## config.mk

```make
export PLATFORM = sky130hd
export DESIGN_NAME = sorted_insert_priority_queue_core
export DESIGN_NICKNAME = d
export VERILOG_FILES = /design/src/sv/sipq_pkg.sv /design/src/sv/sipq_ram.sv /design/src/sv/sipq_step.sv /design/src/sv/sipq_ctrl.sv /design/src/sv/sorted_insert_priority_queue_core.sv
export SDC_FILE = /design/constraint.sdc
export NUM_CORES = 1
export LEC_CHECK = 0
export BUFFER_PORTS_ARGS = -buffer_cell sky130_fd_sc_hd__buf_2
export CAP_MARGIN = 20
export CORE_AREA = 2 2 295 326
export DETAILED_ROUTE_END_ITERATION = 6
export DIE_AREA = 0 0 297 328
export GPL_TIMING_DRIVEN = 0
export PLACE_DENSITY = 0.58
export REMOVE_ABC_BUFFERS = 1
export SLEW_MARGIN = 20
export SYNTH_ARGS = -nofsm -noshare
export SYNTH_HDL_FRONTEND = slang
export SYNTH_SLANG_ARGS = --single-unit
```

## constraint.sdc

```tcl
create_clock -name clk -period 19.8 [get_ports clk]
set_input_delay 2.97 -clock clk [delete_from_list [all_inputs] [get_ports clk]]
set_output_delay 2.97 -clock clk [all_outputs]
set_load 0.01 [all_outputs]
```

## src/sv/sipq_pkg.sv

```systemverilog
// Package for the sorted insertion priority queue: item types, codes, defaults.
// No dependencies.
`timescale 1ns / 1ps
`default_nettype none

package sipq_pkg;

  localparam int QUEUE_DEPTH_DEF = 8;
  localparam int VAL_W           = 32;
  localparam int OCC_W           = 4;

  typedef enum logic {
    OP_ENQ = 1'b0,
    OP_DEQ = 1'b1
  } op_t;

  typedef enum logic [1:0] {
    STATUS_DONE  = 2'd0,
    STATUS_FULL  = 2'd1,
    STATUS_EMPTY = 2'd2
  } status_t;

  typedef enum logic [1:0] {
    ST_IDLE,
    ST_WALK,
    ST_DEQ
  } state_t;

  typedef struct packed {
    op_t                     opcode;
    logic signed [VAL_W-1:0] item_value;
    logic signed [VAL_W-1:0] item_priority;
  } cmd_t;

  typedef struct packed {
    status_t                 status;
    logic signed [VAL_W-1:0] out_value;
    logic signed [VAL_W-1:0] out_priority;
    logic [OCC_W-1:0]        occupancy;
  } rsp_t;

  // One stored entry, one RAM word.
  typedef struct packed {
    logic signed [VAL_W-1:0] value;
    logic signed [VAL_W-1:0] prio;
  } entry_t;

  localparam int ENTRY_W = $bits(entry_t);

endpackage

`default_nettype wire

```

## src/sv/sipq_ram.sv

```systemverilog
// Generic single-write, single-read RAM with registered read data.
// No dependencies.
`timescale 1ns / 1ps
`default_nettype none

module sipq_ram #(
  parameter  int WIDTH  = 64,
  parameter  int DEPTH  = 8,
  localparam int ADDR_W = $clog2(DEPTH)
) (
  input  logic              clk,
  input  logic              we,
  input  logic [ADDR_W-1:0] waddr,
  input  logic [WIDTH-1:0]  wdata,
  input  logic [ADDR_W-1:0] raddr,
  output logic [WIDTH-1:0]  rdata
);

  logic [WIDTH-1:0] mem [DEPTH];

  always_ff @(posedge clk) begin
    if (we) begin
      mem[waddr] <= wdata;
    end
    rdata <= mem[raddr];
  end

endmodule

`default_nettype wire

```

## src/sv/sipq_step.sv

```systemverilog
// Insertion walk step unit: the one priority compare plus the circular slot step-down.
// Depends on sipq_pkg.
`timescale 1ns / 1ps
`default_nettype none

module sipq_step #(
  parameter  int DEPTH = sipq_pkg::QUEUE_DEPTH_DEF,
  localparam int IDX_W = $clog2(DEPTH)
) (
  input  sipq_pkg::entry_t   rd_entry,   // entry one slot nearer the head
  input  sipq_pkg::entry_t   key,        // entry being inserted
  input  logic               pos_nz,     // walk has not reached the head
  input  logic [IDX_W-1:0]   slot,
  output logic               shift,
  output logic [IDX_W-1:0]   slot_prev
);

  logic gt;

  // strictly greater: equal priorities stay ahead of the new entry
  assign gt    = $signed(rd_entry.prio) > $signed(key.prio);
  assign shift = pos_nz && gt;

  assign slot_prev = (slot == '0) ? IDX_W'(DEPTH - 1) : slot - IDX_W'(1);

endmodule

`default_nettype wire

```

## src/sv/sipq_ctrl.sv

```systemverilog
// Sequencer of the priority queue: command decode, insertion walk, dequeue, result register.
// Depends on sipq_pkg; drives sipq_ram and sipq_step from the top level.
`timescale 1ns / 1ps
`default_nettype none

module sipq_ctrl #(
  parameter  int DEPTH = sipq_pkg::QUEUE_DEPTH_DEF,
  localparam int IDX_W = $clog2(DEPTH),
  localparam int CNT_W = $clog2(DEPTH + 1)
) (
  input  logic                      clk,
  input  logic                      rst,
  input  logic                      start,
  output logic                      busy,
  input  sipq_pkg::cmd_t            cmd,
  output logic                      done,
  output sipq_pkg::rsp_t            result,
  // RAM
  output logic                      ram_we,
  output logic [IDX_W-1:0]          ram_waddr,
  output sipq_pkg::entry_t          ram_wdata,
  output logic [IDX_W-1:0]          ram_raddr,
  input  sipq_pkg::entry_t          ram_rdata,
  // step unit
  output sipq_pkg::entry_t          step_key,
  output logic                      step_pos_nz,
  output logic [IDX_W-1:0]          step_slot,
  input  logic                      step_shift,
  input  logic [IDX_W-1:0]          step_slot_prev
);

  sipq_pkg::state_t state, state_next;

  logic [IDX_W-1:0] head, head_next;
  logic [IDX_W-1:0] tail, tail_next;
  logic [CNT_W-1:0] count, count_next;
  logic [IDX_W-1:0] pos, pos_next;
  logic [IDX_W-1:0] wr_slot, wr_slot_next;
  logic [IDX_W-1:0] rd_slot, rd_slot_next;
  sipq_pkg::entry_t key, key_next;
  logic             done_next;
  sipq_pkg::rsp_t   result_next;

  logic accept;
  logic full;
  logic empty;
  logic [IDX_W-1:0] tail_prev;

  function automatic logic [IDX_W-1:0] wrap_inc(input logic [IDX_W-1:0] x);
    wrap_inc = (x == IDX_W'(DEPTH - 1)) ? '0 : x + IDX_W'(1);
  endfunction

  assign busy      = (state != sipq_pkg::ST_IDLE);
  assign accept    = start && !busy;
  assign full      = (count == CNT_W'(DEPTH));
  assign empty     = (count == '0);
  assign tail_prev = (tail == '0) ? IDX_W'(DEPTH - 1) : tail - IDX_W'(1);

  assign step_key    = key;
  assign step_pos_nz = (pos != '0);
  assign step_slot   = rd_slot;

  // next state
  always_comb begin
    state_next = state;
    unique case (state)
      sipq_pkg::ST_IDLE: begin
        if (accept) begin
          if (cmd.opcode == sipq_pkg::OP_ENQ) begin
            if (!full) state_next = sipq_pkg::ST_WALK;
          end else begin
            if (!empty) state_next = sipq_pkg::ST_DEQ;
          end
        end
      end
      sipq_pkg::ST_WALK: begin
        if (!step_shift) state_next = sipq_pkg::ST_IDLE;
      end
      sipq_pkg::ST_DEQ: begin
        state_next = sipq_pkg::ST_IDLE;
      end
      default: state_next = sipq_pkg::ST_IDLE;
    endcase
  end

  // datapath and outputs
  always_comb begin
    head_next    = head;
    tail_next    = tail;
    count_next   = count;
    pos_next     = pos;
    wr_slot_next = wr_slot;
    rd_slot_next = rd_slot;
    key_next     = key;
    done_next    = 1'b0;
    result_next  = result;
    ram_we       = 1'b0;
    ram_waddr    = wr_slot;
    ram_wdata    = key;
    ram_raddr    = head;

    unique case (state)
      sipq_pkg::ST_IDLE: begin
        if (accept) begin
          if (cmd.opcode == sipq_pkg::OP_ENQ) begin
            if (full) begin
              done_next                = 1'b1;
              result_next.status       = sipq_pkg::STATUS_FULL;
              result_next.out_value    = '0;
              result_next.out_priority = '0;
              result_next.occupancy    = sipq_pkg::OCC_W'(count);
            end else begin
              // walk starts at the tail, looking one slot toward the head
              key_next.value = cmd.item_value;
              key_next.prio  = cmd.item_priority;
              pos_next       = IDX_W'(count);
              wr_slot_next   = tail;
              rd_slot_next   = tail_prev;
              ram_raddr      = tail_prev;
            end
          end else begin
            if (empty) begin
              done_next                = 1'b1;
              result_next.status       = sipq_pkg::STATUS_EMPTY;
              result_next.out_value    = '0;
              result_next.out_priority = '0;
              result_next.occupancy    = sipq_pkg::OCC_W'(count);
            end else begin
              ram_raddr = head;
            end
          end
        end
      end
      sipq_pkg::ST_WALK: begin
        ram_we    = 1'b1;
        ram_waddr = wr_slot;
        if (step_shift) begin
          // move the larger entry one slot toward the tail
          ram_wdata    = ram_rdata;
          wr_slot_next = rd_slot;
          rd_slot_next = step_slot_prev;
          ram_raddr    = step_slot_prev;
          pos_next     = pos - IDX_W'(1);
        end else begin
          ram_wdata                = key;
          tail_next                = wrap_inc(tail);
          count_next               = count + CNT_W'(1);
          done_next                = 1'b1;
          result_next.status       = sipq_pkg::STATUS_DONE;
          result_next.out_value    = '0;
          result_next.out_priority = '0;
          result_next.occupancy    = sipq_pkg::OCC_W'(count + CNT_W'(1));
        end
      end
      sipq_pkg::ST_DEQ: begin
        head_next                = wrap_inc(head);
        count_next               = count - CNT_W'(1);
        done_next                = 1'b1;
        result_next.status       = sipq_pkg::STATUS_DONE;
        result_next.out_value    = ram_rdata.value;
        result_next.out_priority = ram_rdata.prio;
        result_next.occupancy    = sipq_pkg::OCC_W'(count - CNT_W'(1));
      end
      default: begin
        done_next = 1'b0;
      end
    endcase
  end

  always_ff @(posedge clk) begin
    if (rst) begin
      state <= sipq_pkg::ST_IDLE;
      head  <= '0;
      tail  <= '0;
      count <= '0;
      done  <= 1'b0;
    end else begin
      state <= state_next;
      head  <= head_next;
      tail  <= tail_next;
      count <= count_next;
      done  <= done_next;
    end
  end

  always_ff @(posedge clk) begin
    pos     <= pos_next;
    wr_slot <= wr_slot_next;
    rd_slot <= rd_slot_next;
    key     <= key_next;
    result  <= result_next;
  end

endmodule

`default_nettype wire

```

## src/sv/sorted_insert_priority_queue_core.sv

```systemverilog
// Top level of the sorted insertion priority queue core.
// Depends on sipq_pkg, sipq_ram, sipq_step, sipq_ctrl.
//
//  channel   ports                  handshake
//  --------  ---------------------  ----------------------------------------
//  command   cmd (cmd_t)            taken at a rising edge with start && !busy
//  result    result (rsp_t)         shown for one cycle while done is high
//
// Work per item, from the accept edge until busy is low again:
//   enqueue:  one walk step per stored entry with a larger priority, each moved
//             one slot toward the tail (one RAM read/write per step), then a step that writes the new entry
//   dequeue:  one registered RAM read of the head slot
//   rejected enqueue (full) or dequeue (empty): answered from idle, busy stays low
// The insertion walk does one compare and one shifted entry per
// cycle through the single RAM write port.
// The result strobe comes in the cycle after the last step; busy is already low
// then, so the next item may be accepted in the strobe cycle.
// Reset (rst, synchronous) empties the queue; store contents are left as is.
// The result side has no stall: a result is valid for exactly one cycle.
`timescale 1ns / 1ps
`default_nettype none

module sorted_insert_priority_queue_core #(
  parameter  int QUEUE_DEPTH = sipq_pkg::QUEUE_DEPTH_DEF,
  localparam int IDX_W       = $clog2(QUEUE_DEPTH)
) (
  input  logic           clk,
  input  logic           rst,
  input  logic           start,
  output logic           busy,
  input  sipq_pkg::cmd_t cmd,
  output logic           done,
  output sipq_pkg::rsp_t result
);

  // entry store port
  logic             ram_we;
  logic [IDX_W-1:0] ram_waddr;
  sipq_pkg::entry_t ram_wdata;
  logic [IDX_W-1:0] ram_raddr;
  sipq_pkg::entry_t ram_rdata;

  // step unit
  sipq_pkg::entry_t step_key;
  logic             step_pos_nz;
  logic [IDX_W-1:0] step_slot;
  logic             step_shift;
  logic [IDX_W-1:0] step_slot_prev;

  // Sequencer: decodes the command, runs the walk, registers the result.
  sipq_ctrl #(
    .DEPTH(QUEUE_DEPTH)
  ) u_ctrl (
    .clk            (clk),
    .rst            (rst),
    .start          (start),
    .busy           (busy),
    .cmd            (cmd),
    .done           (done),
    .result         (result),
    .ram_we         (ram_we),
    .ram_waddr      (ram_waddr),
    .ram_wdata      (ram_wdata),
    .ram_raddr      (ram_raddr),
    .ram_rdata      (ram_rdata),
    .step_key       (step_key),
    .step_pos_nz    (step_pos_nz),
    .step_slot      (step_slot),
    .step_shift     (step_shift),
    .step_slot_prev (step_slot_prev)
  );

  // Single compare: is the entry nearer the head larger than the new one?
  sipq_step #(
    .DEPTH(QUEUE_DEPTH)
  ) u_step (
    .rd_entry  (ram_rdata),
    .key       (step_key),
    .pos_nz    (step_pos_nz),
    .slot      (step_slot),
    .shift     (step_shift),
    .slot_prev (step_slot_prev)
  );

  // Circular entry store, sorted from the head slot by priority.
  sipq_ram #(
    .WIDTH(sipq_pkg::ENTRY_W),
    .DEPTH(QUEUE_DEPTH)
  ) u_store (
    .clk   (clk),
    .we    (ram_we),
    .waddr (ram_waddr),
    .wdata (ram_wdata),
    .raddr (ram_raddr),
    .rdata (ram_rdata)
  );

endmodule

`default_nettype wire

```

* Yosys cells after proc, flatten, opt, wreduce, memory -nomap -nowiden
Memories as Yosys holds them, arrays and structs flattened. A register that Yosys moved wholly into a read port is not among the register bits.
Cells that the tools add are included.
** Word-level totals
- RAM bits :: 512
- Memories :: 1
- ROM bits :: 0
- Register bits after elaboration :: 156
- Bits in latches :: 0
** Memory list
- u_store.mem :: words 8, bits a word 64, rd ports 1, clocked after Yosys merged registers in 1, write ports 1, line sipq_ram.sv:19 : logic [WIDTH-1:0] mem [DEPTH];
** Operators by class
- Divide/modulo/power cells :: 0
- Multipliers :: 0
- Shifts and indexed selects :: 0
- Multiplexer cells :: 49
- Add/sub/neg operators :: 7
- Reduce and logical (&&, ||, !) cells :: 18
- Bitwise gates (word level) :: 3
- Equality and inequality tests :: 14
- Magnitude comparators :: 1
** Operator list (number)
- 2-to-1 mux 70 bit :: 5
- case mux 70 bit (3 select lines) :: 1
- 2-to-1 mux 64 bit :: 2
- 2-to-1 mux 3 bit :: 20
- greater-than comparator 32 bit :: 1
- case mux 3 bit (2 select lines) :: 4
- 2-to-1 mux 2 bit :: 5
- AND reduction 5 bit :: 2
- subtractor 3 x 1 -> 3 bit (second input constant) :: 3
- 2-to-1 mux 1 bit :: 8
- case mux 4 bit (2 select lines) :: 1
- AND reduction 4 bit :: 2
- adder 3 x 1 -> 3 bit (second input constant) :: 2
- == test 3 bit (second input constant) :: 2
- logical NOT 3 bit :: 2
- inequality test 2 bit (second input constant) :: 3
- inequality test 3 x 2 -> 1 bit (second input constant) :: 2
- inequality test 3 bit (second input constant) :: 2
- nonzero test 2 bit :: 3
- nonzero test 3 bit :: 2
- adder 4 x 1 -> 4 bit (second input constant) :: 1
- == test 4 bit (second input constant) :: 1
- logical NOT 4 bit :: 1
- 2-to-1 mux 4 bit :: 1
- other kinds (11) :: 16

* Longest topological paths before layout
- Word-level depth :: 6
- Depth in mapped cells :: 15
- Depth with buffers taken out :: 12

* Hierarchy
From an unflattened synthesis, not the netlist that was laid out.
** Unflattened totals
- Cell total of the unflattened synthesis :: 1510
- Area total of the unflattened synthesis :: 28112.0 µm²
** Modules (own cells, without submodules)
- sipq_ram :: area an instance 20547.2 µm², times used 1, sequential area each 16656.0 µm², cells each 816
- sipq_ctrl :: area an instance 6680.2 µm², times used 1, sequential area each 4554.4 µm², cells each 573
- sipq_step :: area an instance 884.6 µm², times used 1, sequential area each 0.0 µm², cells each 121

* Least setup slack after synthesis
No wires, ideal clock.
- Path type :: input-to-reg
- Start point :: input cmd[64] (netlist name)
- End point :: register u_ctrl.result[0] (netlist name)
- Path slack :: 10.647 ns
- Path buffers :: 0
- Arrival :: 8.551 ns
- Stages :: 4
- Path through :: xor2_1 -> and2_1 -> nand2_1 -> a211oi_1
** Between the ends
- Word-level cells in the longest chain between the ends :: 2
** RTL lines
- start, declared :: line sorted_insert_priority_queue_core.sv:31 : input sipq_pkg::cmd_t cmd,
- inequality test 3 x 2 -> 1 bit (no source line)
- AND reduction 5 bit (no source line) (*)
Mark *: on every way between the ends. The rest lies on a longest branch, timed or not.
A chain may end at the register's enable or synchronous reset.

* Final worst setup path
- Start point :: input cmd[64] (netlist name)
- End point :: register u_store.rdata[16] (read register of u_store.mem)
** Between the ends
- Word-level cells in the longest chain between the ends :: 3
** RTL lines
- 2-to-1 mux 3 bit :: line sipq_ctrl.sv:105 : if (cmd.opcode == sipq_pkg::OP_ENQ) begin
- 2-to-1 mux 3 bit :: line sipq_ctrl.sv:104 : if (accept) begin
- case mux 3 bit (2 select lines) :: line sipq_ctrl.sv:102 : unique case (state)
- end, declared :: line sipq_ram.sv:16 : output logic [WIDTH-1:0] rdata
Every way passes these cells.

==> results.txt <==
status - finished clean
H-tree depth - 3
layout cells sized above 1 - 0.225
Arrival @ worst endpoint - 6710 ps
total gr overflow - 0
largest net degree at the start of global routing - 73
Die Span Y - 328 microns
CTS Hold Buffers Added - 0
CTS-repair resized insts - 0
Worst Setup End Kind - register
pin slew with the least headroom to its limit - 953 ps
most frequent cells after synthesis - 655 x edfxtp_1, 394 x mux2i_1, 99 x mux2_2
full die area - 97400 sq um
EDFF count, synth - 655
# clock sinks - 732
WL final - 63.6 mm
final slew viol count - 0
Antenna Nets Post-Route - 0
PortBufs - 139
Yosys top cell area share - 0.677
Layout fillers - 8772
RD Place Congestion - 0.697
prevailing post-synth register cell - edfxtp_1
Fin. Hold Viols - 0
Post-CTS Setup Bufs - 0
Detail Placement HPWL - 41.5 mm
cell taking the most area after synthesis - edfxtp_1
most area-consuming cells after synthesis - edfxtp_1 68%, mux2i_1 14%, dfxtp_1 5.3%
Max Clock Skew - 35.5 ps
final worst path period share - 0.314
Via Count - 14700
vias in the first global route - 15700
mean area per synthesized cell - 17.1 sq um
# nets final - 2039
Setup-failing EPs final - 0
Crit Path Class - in -> reg
TritonCTS clock tree - yes
DR DRC count - 0
1st-pass router iterations - 7
Fmax - 161 MHz
cts bufs inserted - 79
Hold WS - 509 ps
Die X - 297 microns
Routed WL per cell - 19.6 microns
asr flop ratio synth - 0
synthesized instance count - 1697
core area - 93900 sq um
Rows - 118
HP Class - reg -> reg
DP Area - 32700 sq um
Final min period - 6220 ps
fin area - 35200 sq um
most frequent cell after synthesis - edfxtp_1
placed cell count - 3101
Starting Density - 0.309
clock tree root buffer cell - clkbuf_16
pwr dens - 114 nW/um^2
Seq cells post-synth - 732
crit path launch type - input port
I/O pin cnt - 140
Syn. warnings - 0
Clock Latency Late Sink - 630 ps
routed vias/inst - 4.54
total power - 4020 uW
antenna violations before repair - 1
VDD IR max - 0.0546 mV
gr usage total - 0.129
Leakage - 0.0127 uW
Slew HR - 0.365
DRT iter0 DRCs - 824
RSZ-0062 raised after global routing - false
Worst Path Max Fanout - 70
clk buf depth - 3
Netlist cell types - 41
Max Cap Violations - 0
Post-Synthesis Cell Area - 29000 sq um
synthesis-to-layout area growth - 21.2%
first-pass GRT wire length - 95.7 mm
sequential-to-total area share from yosys stat - 0.730
Post-Layout Cell Count - 3245
clock slew at reported path FFs - 60 ps
Req. time, crit path - 20290 ps
-- power breakdown --
| group | leakage [uW] | switching [uW] | internal (uW) |
|---|---|---|---|
| logic | 0.00490 | 380 | 313 |
| clock network | 0.00120 | 589 | 820 |
| registers | 0.00662 | 58.7 | 1850 |
| total | 0.0127 | 1030 | 2990 |
-- cell families after synthesis --
family,after synthesis,synth area share
AND/OR/NAND/NOR,196,0.0346
multiplexers,493,0.174
adder cells (fa/ha/maj),49,0.0211
XOR/XNOR,3,0.000905
AO/OA/AOI/OAI,99,0.0191
flip-flops,732,0.730
buffers and inverters,125,0.0195
-- flip-flops by register name, indices dropped and copies added (netlist names) --
signal            flops
u_store.rdata        64
u_ctrl.done           1
u_ctrl.ram_waddr      3
u_ctrl.head           3
u_ctrl.step_key      64
u_ctrl.state          2
u_ctrl.step_slot      3
u_ctrl.result        70
u_ctrl.pos            3
u_ctrl.tail           3
u_store.mem         512
u_ctrl.count          4
-- worst paths after layout --
check             slack, ps                 from  depth (start not counted)                end
hold reg to reg         510       u_ctrl.head[1]                          2     u_ctrl.head[1]
setup reg to reg      14360  u_ctrl.step_key[15]                         15  u_store.rdata[16]
setup / recovery      13580              cmd[64]                         13  u_store.rdata[16]
hold / removal          510       u_ctrl.head[1]                          2     u_ctrl.head[1]
-- per-layer routing --
metal | global-route usage | up-vias | share of wire
li1 | - | 6915 | -
met1 | 0.171 | 7483 | 0.46
met2 | 0.218 | 251 | 0.48
met3 | 0.0227 | 70 | 0.036
met4 | 0.0368 | 2 | 0.016
met5 | 0 | - | 0.00017
-- area by class of cell --
cell class	count	area [sq um]	share of cell area
sequential	732	21200	0.603
multi-input combinational	840	7390	0.210
timing repair buffer	220	2330	0.0662
clock buffer	112	2210	0.0629
tap	1260	1580	0.0448
clock inverter	31	269	0.00765
inverter	49	186	0.00530
antenna	1	2.50	0.0000711
-- metrics by stage --
stage	worst slack (ps)	setup TNS [ps]	util
after global routing	13290	0	0.375
final	13580	0	0.375
after global placement	-25020	-2760920	0.329
after detailed placement	12780	0	0.348
after CTS	13450	0	0.375
after floorplan	1740	0	-
-- cells in the final DEF, fill, tap and decap left out, types with 4 or more instances in the layout --
master,instances
a21o_1,4
a21oi_1,31
and2_1,65
buf_12,10
buf_16,42
buf_2,139
buf_4,18
buf_6,6
buf_8,5
clkbuf_1,24
clkbuf_16,81
clkbuf_8,7
clkinv_1,7
clkinv_2,11
clkinvlp_4,4
dfxtp_1,77
edfxtp_1,655
ha_1,48
inv_1,48
mux2_2,98
mux2i_1,392
nand2_1,61
nand2b_1,7
nand3_1,7
nand4_1,9
nor2_1,17
nor2_4,6
nor2b_1,4
nor3_1,5
o21ai_0,43
o21ai_1,4
or3_1,5
-- critical path, stage by stage --
cell     delay (ps)
buf_2           140
a21oi_1         180
nand3_1         250
inv_4           510
buf_16          310
nand2_1         110
nand3_1         120
mux2_8          540
buf_16          390
buf_16          390
mux2i_1         250
mux2i_1         100
mux2_2          260
Power figures use the tool's default switching activity.
